File: src/rtl/arpc_pkg.sv
// Shared constants and types of the ARP cache.
// No dependencies; every other file of the block imports this package.
`default_nettype none

package arpc_pkg;

  localparam int unsigned CACHE_ENTRIES_DEF = 8;

  localparam int unsigned OP_W   = 2;
  localparam int unsigned KIND_W = 2;
  localparam int unsigned IP_W   = 32;
  localparam int unsigned MAC_W  = 48;
  localparam int unsigned AGE_W  = 8;

  // input operation codes
  localparam logic [OP_W-1:0] OP_LOOKUP = 2'd0;
  localparam logic [OP_W-1:0] OP_MSG    = 2'd1;
  localparam logic [OP_W-1:0] OP_TICK   = 2'd2;

  // ARP message kinds
  localparam logic [KIND_W-1:0] KIND_REQUEST = 2'd0;
  localparam logic [KIND_W-1:0] KIND_REPLY   = 2'd1;

  localparam logic [IP_W-1:0]  IP_ALL_ONES   = '1;
  localparam logic [MAC_W-1:0] MAC_ALL_ONES  = '1;
  localparam logic [AGE_W-1:0] AGE_START_MAX = 8'hff;
  localparam logic [AGE_W-1:0] LIFETIME_RST  = 8'd120;

  // configuration register indexes (byte address bit 2)
  localparam logic REG_LOCAL_IP = 1'b0;
  localparam logic REG_LIFETIME = 1'b1;

  typedef struct packed {
    logic [IP_W-1:0]  ip;
    logic [MAC_W-1:0] mac;
    logic [AGE_W-1:0] age;
  } entry_t;

  typedef struct packed {
    logic   we;
    logic   valid;
    entry_t data;
  } store_wr_t;

endpackage

`default_nettype wire

File: src/rtl/arpc_ifs.sv
// Valid/ready channel interfaces for the ARP cache requests and results.
// Depends on arpc_pkg for field widths.
`default_nettype none

interface arpc_req_if import arpc_pkg::*; ();
  logic              valid;
  logic              ready;
  logic [OP_W-1:0]   op;
  logic [KIND_W-1:0] arp_kind;
  logic [IP_W-1:0]   query_ip;
  logic [IP_W-1:0]   sender_ip;
  logic [MAC_W-1:0]  sender_mac;

  modport source (output valid, op, arp_kind, query_ip, sender_ip, sender_mac,
                  input ready);
  modport sink   (input valid, op, arp_kind, query_ip, sender_ip, sender_mac,
                  output ready);
endinterface

interface arpc_rsp_if import arpc_pkg::*; ();
  logic             valid;
  logic             ready;
  logic             hit;
  logic [MAC_W-1:0] found_mac;
  logic             send_reply;
  logic             reply_seen;

  modport source (output valid, hit, found_mac, send_reply, reply_seen,
                  input ready);
  modport sink   (input valid, hit, found_mac, send_reply, reply_seen,
                  output ready);
endinterface

`default_nettype wire

File: src/rtl/arp_cache_with_aging.sv
// ARP cache with aging, top level; uses arpc_pkg, arpc_ifs, arpc_store, arpc_ctrl.
// A request is scanned one entry per cycle, then a message that learns writes its
// entry, then the result is registered. A new request is accepted only in idle,
// after the last result is registered; a result still held in the output register
// delays the next.
// Sync active-low reset: entries invalid (all ones, age 0), local_ip 0, lifetime 120.
`default_nettype none

module arp_cache_with_aging
  import arpc_pkg::*;
#(
  parameter int unsigned CACHE_ENTRIES = CACHE_ENTRIES_DEF
) (
  input  wire logic        clk,
  input  wire logic        rst_n,
  arpc_req_if.sink         in_if,
  arpc_rsp_if.source       out_if,
  // configuration: local_ip at 0x0, entry_lifetime at 0x4
  input  wire logic        psel,
  input  wire logic        penable,
  input  wire logic        pwrite,
  input  wire logic [2:0]  paddr,
  input  wire logic [31:0] pwdata,
  output logic [31:0]      prdata,
  output logic             pready
);

  localparam int unsigned IDX_W = (CACHE_ENTRIES > 1) ? $clog2(CACHE_ENTRIES) : 1;

  logic [IP_W-1:0]  local_ip_r;
  logic [AGE_W-1:0] lifetime_r;
  logic             cfg_wr;

  logic             rd_en;
  logic [IDX_W-1:0] rd_idx;
  entry_t           rd_data;
  logic [IDX_W-1:0] wr_idx;
  store_wr_t        wr;

  // --- configuration registers -------------------------------------------
  // Zero-wait APB: writes land on the access phase. Only address bit 2
  // selects the register; low bits are don't-care.
  assign pready = 1'b1;
  assign cfg_wr = psel && penable && pwrite;

  always_ff @(posedge clk) begin
    if (!rst_n) begin
      local_ip_r <= '0;
      lifetime_r <= LIFETIME_RST;
    end else if (cfg_wr) begin
      if (paddr[2] == REG_LOCAL_IP) begin
        local_ip_r <= pwdata;
      end else begin
        lifetime_r <= pwdata[AGE_W-1:0];
      end
    end
  end

  always_comb begin
    if (paddr[2] == REG_LIFETIME) begin
      prdata = {{(32-AGE_W){1'b0}}, lifetime_r};
    end else begin
      prdata = local_ip_r;
    end
  end

  // --- sequencer: one entry compared per cycle ----------------------------
  // Lookups pick the first IP match; learning overwrites a match or the
  // replacement victim; ticks decrement ages in place and drop expired
  // entries by clearing their valid bit.
  arpc_ctrl #(
    .CACHE_ENTRIES(CACHE_ENTRIES)
  ) u_ctrl (
    .clk      (clk),
    .rst_n    (rst_n),
    .in_if    (in_if),
    .out_if   (out_if),
    .local_ip (local_ip_r),
    .lifetime (lifetime_r),
    .rd_en    (rd_en),
    .rd_idx   (rd_idx),
    .rd_data  (rd_data),
    .wr_idx   (wr_idx),
    .wr       (wr)
  );

  // --- entry memory ---------------------------------------------------------
  arpc_store #(
    .CACHE_ENTRIES(CACHE_ENTRIES)
  ) u_store (
    .clk     (clk),
    .rst_n   (rst_n),
    .rd_en   (rd_en),
    .rd_idx  (rd_idx),
    .rd_data (rd_data),
    .wr_idx  (wr_idx),
    .wr      (wr)
  );

endmodule

`default_nettype wire

File: src/rtl/arpc_store.sv
// Entry memory of the ARP cache: one read port (registered), one write port,
// plus a valid bit per entry so reset needs no clearing pass. Uses arpc_pkg.
`default_nettype none

module arpc_store
  import arpc_pkg::*;
#(
  parameter int unsigned CACHE_ENTRIES = CACHE_ENTRIES_DEF,
  localparam int unsigned IDX_W = (CACHE_ENTRIES > 1) ? $clog2(CACHE_ENTRIES) : 1
) (
  input  wire logic             clk,
  input  wire logic             rst_n,
  input  wire logic             rd_en,
  input  wire logic [IDX_W-1:0] rd_idx,
  output entry_t                rd_data,
  input  wire logic [IDX_W-1:0] wr_idx,
  input  wire store_wr_t        wr
);

  logic [IP_W-1:0]  ip_mem  [CACHE_ENTRIES];
  logic [MAC_W-1:0] mac_mem [CACHE_ENTRIES];
  logic [AGE_W-1:0] age_mem [CACHE_ENTRIES];

  logic [CACHE_ENTRIES-1:0] vld_r;
  entry_t                   rd_r;
  logic                     rd_vld_r;

  always_ff @(posedge clk) begin
    if (wr.we) begin
      ip_mem[wr_idx]  <= wr.data.ip;
      mac_mem[wr_idx] <= wr.data.mac;
      age_mem[wr_idx] <= wr.data.age;
    end
    if (rd_en) begin
      rd_r.ip  <= ip_mem[rd_idx];
      rd_r.mac <= mac_mem[rd_idx];
      rd_r.age <= age_mem[rd_idx];
      rd_vld_r <= vld_r[rd_idx];
    end
  end

  always_ff @(posedge clk) begin
    if (!rst_n) begin
      vld_r <= '0;
    end else if (wr.we) begin
      vld_r[wr_idx] <= wr.valid;
    end
  end

  // an invalid entry reads as the reset contents
  always_comb begin
    if (rd_vld_r) begin
      rd_data = rd_r;
    end else begin
      rd_data.ip  = IP_ALL_ONES;
      rd_data.mac = MAC_ALL_ONES;
      rd_data.age = '0;
    end
  end

endmodule

`default_nettype wire

File: src/rtl/arpc_ctrl.sv
// Sequencer and shared compare/select unit of the ARP cache: scans the entry
// memory one entry per cycle, then learns or answers. Uses arpc_pkg, arpc_ifs.
`default_nettype none

module arpc_ctrl
  import arpc_pkg::*;
#(
  parameter int unsigned CACHE_ENTRIES = CACHE_ENTRIES_DEF,
  localparam int unsigned IDX_W = (CACHE_ENTRIES > 1) ? $clog2(CACHE_ENTRIES) : 1
) (
  input  wire logic             clk,
  input  wire logic             rst_n,
  arpc_req_if.sink              in_if,
  arpc_rsp_if.source            out_if,
  input  wire logic [IP_W-1:0]  local_ip,
  input  wire logic [AGE_W-1:0] lifetime,
  output logic                  rd_en,
  output logic [IDX_W-1:0]      rd_idx,
  input  wire entry_t           rd_data,
  output logic [IDX_W-1:0]      wr_idx,
  output store_wr_t             wr
);

  localparam logic [1:0] ST_IDLE  = 2'd0;
  localparam logic [1:0] ST_SCAN  = 2'd1;
  localparam logic [1:0] ST_LEARN = 2'd2;
  localparam logic [1:0] ST_DONE  = 2'd3;

  localparam logic [2:0] ACT_NONE   = 3'd0;
  localparam logic [2:0] ACT_LOOKUP = 3'd1;
  localparam logic [2:0] ACT_REQ    = 3'd2;
  localparam logic [2:0] ACT_RPL    = 3'd3;
  localparam logic [2:0] ACT_TICK   = 3'd4;

  localparam logic [IDX_W-1:0] LAST_IDX = IDX_W'(CACHE_ENTRIES - 1);

  logic [1:0]       st_r, st_nxt;
  logic [2:0]       act_r, act_nxt;
  logic [IP_W-1:0]  key_r, key_nxt;
  logic [MAC_W-1:0] smac_r, smac_nxt;
  logic             bcast_r, bcast_nxt;
  logic [IDX_W-1:0] rd_idx_r, rd_idx_nxt;
  logic             issue_r, issue_nxt;
  logic             pend_r, pend_nxt;
  logic [IDX_W-1:0] pidx_r, pidx_nxt;
  logic             match_r, match_nxt;
  logic [IDX_W-1:0] match_idx_r, match_idx_nxt;
  logic [MAC_W-1:0] match_mac_r, match_mac_nxt;
  logic [AGE_W-1:0] best_age_r, best_age_nxt;
  logic [IDX_W-1:0] best_idx_r, best_idx_nxt;
  logic             zero_r, zero_nxt;
  logic             ovld_r, ovld_nxt;
  logic             hit_r, hit_nxt;
  logic [MAC_W-1:0] fmac_r, fmac_nxt;
  logic             reply_r, reply_nxt;
  logic             seen_r, seen_nxt;

  logic [AGE_W-1:0] age_dec;
  logic             is_learn;

  assign age_dec  = rd_data.age - AGE_W'(1);
  assign is_learn = (act_r == ACT_REQ) || (act_r == ACT_RPL);

  assign in_if.ready       = (st_r == ST_IDLE);
  assign out_if.valid      = ovld_r;
  assign out_if.hit        = hit_r;
  assign out_if.found_mac  = fmac_r;
  assign out_if.send_reply = reply_r;
  assign out_if.reply_seen = seen_r;

  always_comb begin
    st_nxt        = st_r;
    act_nxt       = act_r;
    key_nxt       = key_r;
    smac_nxt      = smac_r;
    bcast_nxt     = bcast_r;
    rd_idx_nxt    = rd_idx_r;
    issue_nxt     = issue_r;
    match_nxt     = match_r;
    match_idx_nxt = match_idx_r;
    match_mac_nxt = match_mac_r;
    best_age_nxt  = best_age_r;
    best_idx_nxt  = best_idx_r;
    zero_nxt      = zero_r;
    hit_nxt       = hit_r;
    fmac_nxt      = fmac_r;
    reply_nxt     = reply_r;
    seen_nxt      = seen_r;
    ovld_nxt      = ovld_r && !out_if.ready;

    rd_en    = (st_r == ST_SCAN) && issue_r;
    rd_idx   = rd_idx_r;
    pend_nxt = rd_en;
    pidx_nxt = rd_idx_r;
    wr_idx   = pidx_r;
    wr       = '0;

    unique case (st_r)
      ST_IDLE: begin
        if (in_if.valid) begin
          if (in_if.op == OP_LOOKUP) begin
            act_nxt = ACT_LOOKUP;
          end else if (in_if.op == OP_MSG) begin
            if (in_if.arp_kind == KIND_REQUEST) begin
              act_nxt = (in_if.query_ip == local_ip) ? ACT_REQ : ACT_NONE;
            end else if (in_if.arp_kind == KIND_REPLY) begin
              act_nxt = ACT_RPL;
            end else begin
              act_nxt = ACT_NONE;
            end
          end else if (in_if.op == OP_TICK) begin
            act_nxt = ACT_TICK;
          end else begin
            act_nxt = ACT_NONE;
          end
          key_nxt      = (in_if.op == OP_LOOKUP) ? in_if.query_ip : in_if.sender_ip;
          bcast_nxt    = (in_if.query_ip == IP_ALL_ONES);
          smac_nxt     = in_if.sender_mac;
          rd_idx_nxt   = '0;
          issue_nxt    = 1'b1;
          match_nxt    = 1'b0;
          best_age_nxt = AGE_START_MAX;
          best_idx_nxt = '0;
          zero_nxt     = 1'b0;
          st_nxt       = ST_SCAN;
        end
      end
      ST_SCAN: begin
        if (issue_r) begin
          if (rd_idx_r == LAST_IDX) begin
            issue_nxt = 1'b0;
          end else begin
            rd_idx_nxt = rd_idx_r + IDX_W'(1);
          end
        end
        if (pend_r) begin
          // first matching IP
          if (!match_r && (rd_data.ip == key_r)) begin
            match_nxt     = 1'b1;
            match_idx_nxt = pidx_r;
            match_mac_nxt = rd_data.mac;
          end
          // replacement victim: first zero age, else last least age
          if (!zero_r && (rd_data.age <= best_age_r)) begin
            best_age_nxt = rd_data.age;
            best_idx_nxt = pidx_r;
          end
          if (rd_data.age == '0) begin
            zero_nxt = 1'b1;
          end
          if ((act_r == ACT_TICK) && (rd_data.age != '0)) begin
            wr.we       = 1'b1;
            wr.valid    = (age_dec != '0);
            wr.data.ip  = rd_data.ip;
            wr.data.mac = rd_data.mac;
            wr.data.age = age_dec;
          end
          if (pidx_r == LAST_IDX) begin
            st_nxt = is_learn ? ST_LEARN : ST_DONE;
          end
        end
      end
      ST_LEARN: begin
        wr_idx      = match_r ? match_idx_r : best_idx_r;
        wr.we       = 1'b1;
        wr.valid    = 1'b1;
        wr.data.ip  = key_r;
        wr.data.mac = smac_r;
        wr.data.age = lifetime;
        st_nxt      = ST_DONE;
      end
      ST_DONE: begin
        if (!ovld_r || out_if.ready) begin
          ovld_nxt  = 1'b1;
          hit_nxt   = (act_r == ACT_LOOKUP) && (bcast_r || match_r);
          if (act_r != ACT_LOOKUP) begin
            fmac_nxt = '0;
          end else if (bcast_r) begin
            fmac_nxt = MAC_ALL_ONES;
          end else if (match_r) begin
            fmac_nxt = match_mac_r;
          end else begin
            fmac_nxt = '0;
          end
          reply_nxt = (act_r == ACT_REQ);
          seen_nxt  = (act_r == ACT_RPL);
          st_nxt    = ST_IDLE;
        end
      end
      default: begin
        st_nxt = ST_IDLE;
      end
    endcase
  end

  always_ff @(posedge clk) begin
    if (!rst_n) begin
      st_r    <= ST_IDLE;
      issue_r <= 1'b0;
      pend_r  <= 1'b0;
      ovld_r  <= 1'b0;
    end else begin
      st_r    <= st_nxt;
      issue_r <= issue_nxt;
      pend_r  <= pend_nxt;
      ovld_r  <= ovld_nxt;
    end
  end

  always_ff @(posedge clk) begin
    act_r       <= act_nxt;
    key_r       <= key_nxt;
    smac_r      <= smac_nxt;
    bcast_r     <= bcast_nxt;
    rd_idx_r    <= rd_idx_nxt;
    pidx_r      <= pidx_nxt;
    match_r     <= match_nxt;
    match_idx_r <= match_idx_nxt;
    match_mac_r <= match_mac_nxt;
    best_age_r  <= best_age_nxt;
    best_idx_r  <= best_idx_nxt;
    zero_r      <= zero_nxt;
    hit_r       <= hit_nxt;
    fmac_r      <= fmac_nxt;
    reply_r     <= reply_nxt;
    seen_r      <= seen_nxt;
  end

endmodule

`default_nettype wire
File: src/flat_wrapper.sv
// flat-port wrapper written by rule: the top's interface ports become plain ports
module arp_cache_with_aging_flat import arpc_pkg::*;
#(
  parameter int unsigned CACHE_ENTRIES = CACHE_ENTRIES_DEF
)
  (clk, rst_n, psel, penable, pwrite, paddr, pwdata, prdata, pready, in_if_valid, in_if_op, in_if_arp_kind, in_if_query_ip, in_if_sender_ip, in_if_sender_mac, in_if_ready, out_if_valid, out_if_hit, out_if_found_mac, out_if_send_reply, out_if_reply_seen, out_if_ready);
  arpc_req_if in_if_i ();
  arpc_rsp_if out_if_i ();
  input  wire logic clk;
  input  wire logic rst_n;
  input  wire logic psel;
  input  wire logic penable;
  input  wire logic pwrite;
  input  wire logic [2:0] paddr;
  input  wire logic [31:0] pwdata;
  output logic [31:0] prdata;
  output logic pready;
  input wire logic [$bits(in_if_i.valid)-1:0] in_if_valid;
  input wire logic [$bits(in_if_i.op)-1:0] in_if_op;
  input wire logic [$bits(in_if_i.arp_kind)-1:0] in_if_arp_kind;
  input wire logic [$bits(in_if_i.query_ip)-1:0] in_if_query_ip;
  input wire logic [$bits(in_if_i.sender_ip)-1:0] in_if_sender_ip;
  input wire logic [$bits(in_if_i.sender_mac)-1:0] in_if_sender_mac;
  output wire logic [$bits(in_if_i.ready)-1:0] in_if_ready;
  output wire logic [$bits(out_if_i.valid)-1:0] out_if_valid;
  output wire logic [$bits(out_if_i.hit)-1:0] out_if_hit;
  output wire logic [$bits(out_if_i.found_mac)-1:0] out_if_found_mac;
  output wire logic [$bits(out_if_i.send_reply)-1:0] out_if_send_reply;
  output wire logic [$bits(out_if_i.reply_seen)-1:0] out_if_reply_seen;
  input wire logic [$bits(out_if_i.ready)-1:0] out_if_ready;
  assign in_if_i.valid = in_if_valid;
  assign in_if_i.op = in_if_op;
  assign in_if_i.arp_kind = in_if_arp_kind;
  assign in_if_i.query_ip = in_if_query_ip;
  assign in_if_i.sender_ip = in_if_sender_ip;
  assign in_if_i.sender_mac = in_if_sender_mac;
  assign in_if_ready = in_if_i.ready;
  assign out_if_valid = out_if_i.valid;
  assign out_if_hit = out_if_i.hit;
  assign out_if_found_mac = out_if_i.found_mac;
  assign out_if_send_reply = out_if_i.send_reply;
  assign out_if_reply_seen = out_if_i.reply_seen;
  assign out_if_i.ready = out_if_ready;
  arp_cache_with_aging #(.CACHE_ENTRIES(CACHE_ENTRIES)) u_core (.clk(clk), .rst_n(rst_n), .in_if(in_if_i), .out_if(out_if_i), .psel(psel), .penable(penable), .pwrite(pwrite), .paddr(paddr), .pwdata(pwdata), .prdata(prdata), .pready(pready));
endmodule
File: config.mk
export PLATFORM = sky130hd
export DESIGN_NAME = arp_cache_with_aging_flat
export DESIGN_NICKNAME = d
export VERILOG_FILES = /design/src/rtl/arpc_pkg.sv /design/src/rtl/arpc_ifs.sv /design/src/rtl/arp_cache_with_aging.sv /design/src/rtl/arpc_store.sv /design/src/rtl/arpc_ctrl.sv /design/src/flat_wrapper.sv
export SDC_FILE = /design/constraint.sdc
export NUM_CORES = 1
export LEC_CHECK = 0
export ABC_AREA = 1
export BUFFER_PORTS_ARGS = -buffer_cell sky130_fd_sc_hd__clkbuf_2
export CORE_MARGIN = 5
export CORE_UTILIZATION = 55
export DETAILED_ROUTE_END_ITERATION = 7
export GPL_TIMING_DRIVEN = 0
export PLACE_DENSITY = 0.73
export SYNTH_ARGS = -nofsm -noshare
export SYNTH_HDL_FRONTEND = slang
export SYNTH_SLANG_ARGS = --single-unit
File: constraint.sdc
create_clock -name clk -period 5 [get_ports clk]
set_input_delay 0.5 -clock clk [delete_from_list [all_inputs] [get_ports clk]]
set_output_delay 0.5 -clock clk [all_outputs]
set_load 0.02 [all_outputs]
==> flow_summary.rst <==
.. list-table::
   :header-rows: 1

   * - Metric
     - Value
   * - Clock Root Buffer
     - sky130_fd_sc_hd__clkbuf_16
   * - End-of-flow core utilization
     - 63.8%
   * - CTS tree
     - yes
   * - CTS HTree Levels
     - 3
   * - Worst-path clk slew
     - 60 ps
   * - Core area
     - 0.0771 mm²
   * - Die Span Y
     - 288 µm
   * - Post-Route Skew
     - 33.3 ps
   * - Number of rows in the core area
     - 102
   * - Total global-route track usage
     - 26.0%
   * - Static Leak
     - 17.5 nW
   * - Number of instances resized during post-cts repair
     - 0
   * - Final Cell Area
     - 0.0492 mm²
   * - Instance count of the mapped netlist
     - 3616
   * - Die outline area
     - 0.0830 mm²
   * - Path class of the lowest-slack min-delay path
     - input port to flip-flop
   * - Unrepaired setup endpoints after global routing
     - false
   * - Commonest cells after routing, fill and taps aside
     - 995 x sky130_fd_sc_hd__edfxtp_1, 819 x sky130_fd_sc_hd__nor2_1, 453 x sky130_fd_sc_hd__nand2_1
   * - Worst endpoint required time
     - 5410 ps
   * - Post-placement cell area
     - 0.0454 mm²
   * - Crit-path max FO
     - 10
   * - Largest net degree at the start of global routing
     - 61
   * - Post-synthesis net count
     - 3790
   * - Vias in the first global route
     - 28200
   * - DRT iter0 DRCs
     - 3292
   * - Tightest Pin Transition
     - 1420 ps
   * - Routed WL
     - 110 mm
   * - Proportion of synthesized chip area in sequential cells
     - 72.8%
   * - Count of final max-slew check failures
     - 0
   * - Worst-Skew Late Latency
     - 680 ps
   * - Wire length of the first global-routing pass
     - 164 mm
   * - Fraction of final layout cells sized beyond drive strength 1
     - 13.2%
   * - Result of the run
     - finished clean
   * - Setup CP Type
     - flip-flop to flip-flop
   * - Crit start category
     - flip-flop
   * - Overall die width
     - 288 µm
   * - Ys async rst share
     - 0%
   * - Total number of nets in the final design
     - 4190
   * - Average via count per standard cell
     - 5.69
   * - Final Instance Count excl. Fillers
     - 5146
   * - Flip-flop and latch count after synthesis
     - 1051
   * - YS warnings
     - 0
   * - Number of synthesized flops with an enable pin
     - 995
   * - Final hold violations
     - 0
   * - Final setup viols
     - 0
   * - Synthesized area divided by synthesized cell count
     - 11.8 µm²
   * - Area growth from synthesis to layout
     - 15.6%
   * - Reported max-cap violation count
     - 0
   * - Final TNS setup
     - 0 ps
   * - Largest buffer count on any clock path
     - 3
   * - Overall power of the completed layout
     - 25.3 mW
   * - Cts bufs inserted
     - 104
   * - Most common cell after layout, fill and taps aside
     - sky130_fd_sc_hd__edfxtp_1
   * - Sinks on Clock Net
     - 1051
   * - Post-detailed-route count of antenna-violating nets
     - 0
   * - Flip-flop cell with the highest count after synthesis
     - sky130_fd_sc_hd__edfxtp_1
   * - Top-level I/O count
     - 244
   * - Total congestion overflow
     - 0
   * - Post-synthesis instance area
     - 0.0426 mm²
   * - Initial standard-cell utilization of the core
     - 55.2%
   * - Peak ir drop on the vdd network
     - 0.000348 V
   * - Post-route minimum period
     - 3450 ps
   * - DRC viols
     - 0
   * - Power Dens Cells
     - 515 mW/mm²
   * - Detailed placement HPWL
     - 72.1 mm
   * - Maximum frequency from static timing analysis
     - 290 MHz
   * - Nature of the critical path endpoint
     - flip-flop
   * - Arrival time of data at the critical path endpoint
     - 3850 ps
   * - Netlist cell types
     - 39
   * - Final worst-path cycle share
     - 68.9%
   * - Via count
     - 29300
   * - Avg WL per Cell
     - 21.4 µm
   * - Inst Count DP
     - 4907
   * - Post-CTS setup buffer count
     - 0
   * - Headroom to the max-slew limit
     - 4.96%
   * - Routability cong.
     - 0.919
   * - IO buf count
     - 238
   * - Antenna violations before repair
     - 3
   * - Pre-antenna DRT Iters
     - 5
[synthesized netlist by cell type, types with 12 or more instances]
cell type	n	area, µm²
sky130_fd_sc_hd__a21oi_1	131	656
sky130_fd_sc_hd__a31oi_1	89	557
sky130_fd_sc_hd__buf_1	12	45.0
sky130_fd_sc_hd__buf_2	47	235
sky130_fd_sc_hd__clkbuf_1	136	510
sky130_fd_sc_hd__dfxtp_1	56	1120
sky130_fd_sc_hd__edfxtp_1	995	29900
sky130_fd_sc_hd__ha_1	16	200
sky130_fd_sc_hd__inv_1	154	578
sky130_fd_sc_hd__nand2_1	453	1700
sky130_fd_sc_hd__nand3_1	44	220
sky130_fd_sc_hd__nand4_1	13	81.3
sky130_fd_sc_hd__nor2_1	820	3080
sky130_fd_sc_hd__o21ai_0	412	2060
sky130_fd_sc_hd__o22ai_1	89	557
sky130_fd_sc_hd__or2_2	49	307
sky130_fd_sc_hd__xnor2_1	17	149
sky130_fd_sc_hd__xor2_1	19	166
[sequential cells by signal, indices dropped and copies added, names as in the netlist, 2 cells and up]
| signal | count |
|---|---|
| u_core.u_ctrl.match_mac_r | 48 |
| u_core.u_ctrl.rd_idx | 3 |
| u_core.u_ctrl.best_age_r | 8 |
| u_core.u_store.vld_r | 8 |
| u_core.u_store.age_mem | 64 |
| u_core.lifetime_r | 8 |
| u_core.u_ctrl.key_r | 32 |
| u_core.u_ctrl.match_idx_r | 3 |
| u_core.u_ctrl.pidx_r | 3 |
| u_core.u_store.mac_mem | 384 |
| u_core.u_ctrl.best_idx_r | 3 |
| u_core.local_ip_r | 32 |
| u_core.u_ctrl.out_if.found_mac | 48 |
| u_core.u_ctrl.st_r | 2 |
| u_core.u_store.ip_mem | 256 |
| u_core.u_ctrl.smac_r | 48 |
| u_core.u_ctrl.act_r | 3 |
| u_core.u_store.rd_r | 88 |
[through the flow]
| step | setup slack [ps] | hold WS (ps) |
|---|---|---|
| 5_1_grt | 1440 | 4.90 |
| 3_5_place_dp | 1560 | 392 |
| 4_1_cts | 1560 | 0.557 |
| 3_3_place_gp | -979 | 393 |
| 2_1_floorplan | 1100 | 369 |
| 6_report | 1550 | 29.2 |
[layout make-up]
cell class,count,area [µm²]
diodes,4,10.0
plain buffers,212,950
clock buffers,132,2730
clock inverters,60,612
fillers,5852,27900
inverters,161,629
multi-input cells,2192,10000
flip-flops and latches,1051,31000
well taps,1040,1300
repair buffers,294,1960
[worst paths after layout]
check	slack, ps	cells after the start	to	start
hold reg to reg	410	0	u_core.u_ctrl.pidx_r[0]$_DFF_P_	u_core.u_ctrl.rd_idx[0]$_SDFFCE_PN0P_
setup / recovery	1550	4	u_core.u_ctrl.out_if.found_mac[43]$_SDFFCE_PN0P_	u_core.u_ctrl.bcast_r$_DFFE_PP_
setup reg to reg	1550	4	u_core.u_ctrl.out_if.found_mac[43]$_SDFFCE_PN0P_	u_core.u_ctrl.bcast_r$_DFFE_PP_
hold / removal	30	1	u_core.u_ctrl.smac_r[5]$_DFFE_PP_	in_if_sender_mac[5]
[repair_timing]
item / 4_1_cts / 5_1_grt
hold endpoints to repair: 43 / 0
hold buffers: 43 / 0
endpoints found under the setup margin: 0 / 0
[layer usage]
| layer | track usage [%] | share of wire [%] | up-vias |
|---|---|---|---|
| met1 | 35.5 | 40 | 14200 |
| met2 | 43.4 | 49 | 1353 |
| li1 | - | - | 13500 |
| met3 | 4.22 | 8.0 | 233 |
| met5 | 0 | 0 | - |
| met4 | 8.33 | 3.0 | 0 |
[logic make-up (layout without fill, tap and decap cells)]
| kind of cell | count (synthesis) | count (layout) | share of synthesized area [%] |
|---|---|---|---|
| other | 1 | 5 | 0.00881 |
| XOR/XNOR | 36 | 36 | 0.741 |
| flip-flops | 1051 | 1051 | 72.8 |
| AO/OA/AOI/OAI | 728 | 728 | 9.10 |
| adder cells (fa/ha/maj) | 16 | 16 | 0.470 |
| buffers and inverters | 373 | 859 | 3.65 |
| AND/OR/NAND/NOR | 1411 | 1411 | 13.2 |
[worst max-delay path, stage by stage (launching register included)]
cell and delay [ps]:
sky130_fd_sc_hd__edfxtp_1 690, sky130_fd_sc_hd__o21ai_1 1200, sky130_fd_sc_hd__clkbuf_1 710, sky130_fd_sc_hd__clkbuf_1 460
sky130_fd_sc_hd__nor2_1 90
[power breakdown]
group	leakage, nW	internal [mW]	switching (mW)
clock network	1.63	4.35	3.31
logic	6.34	1.83	4.88
registers	9.54	10.7	0.247
total	17.5	16.9	8.44
(Power assumes the default switching activity.)
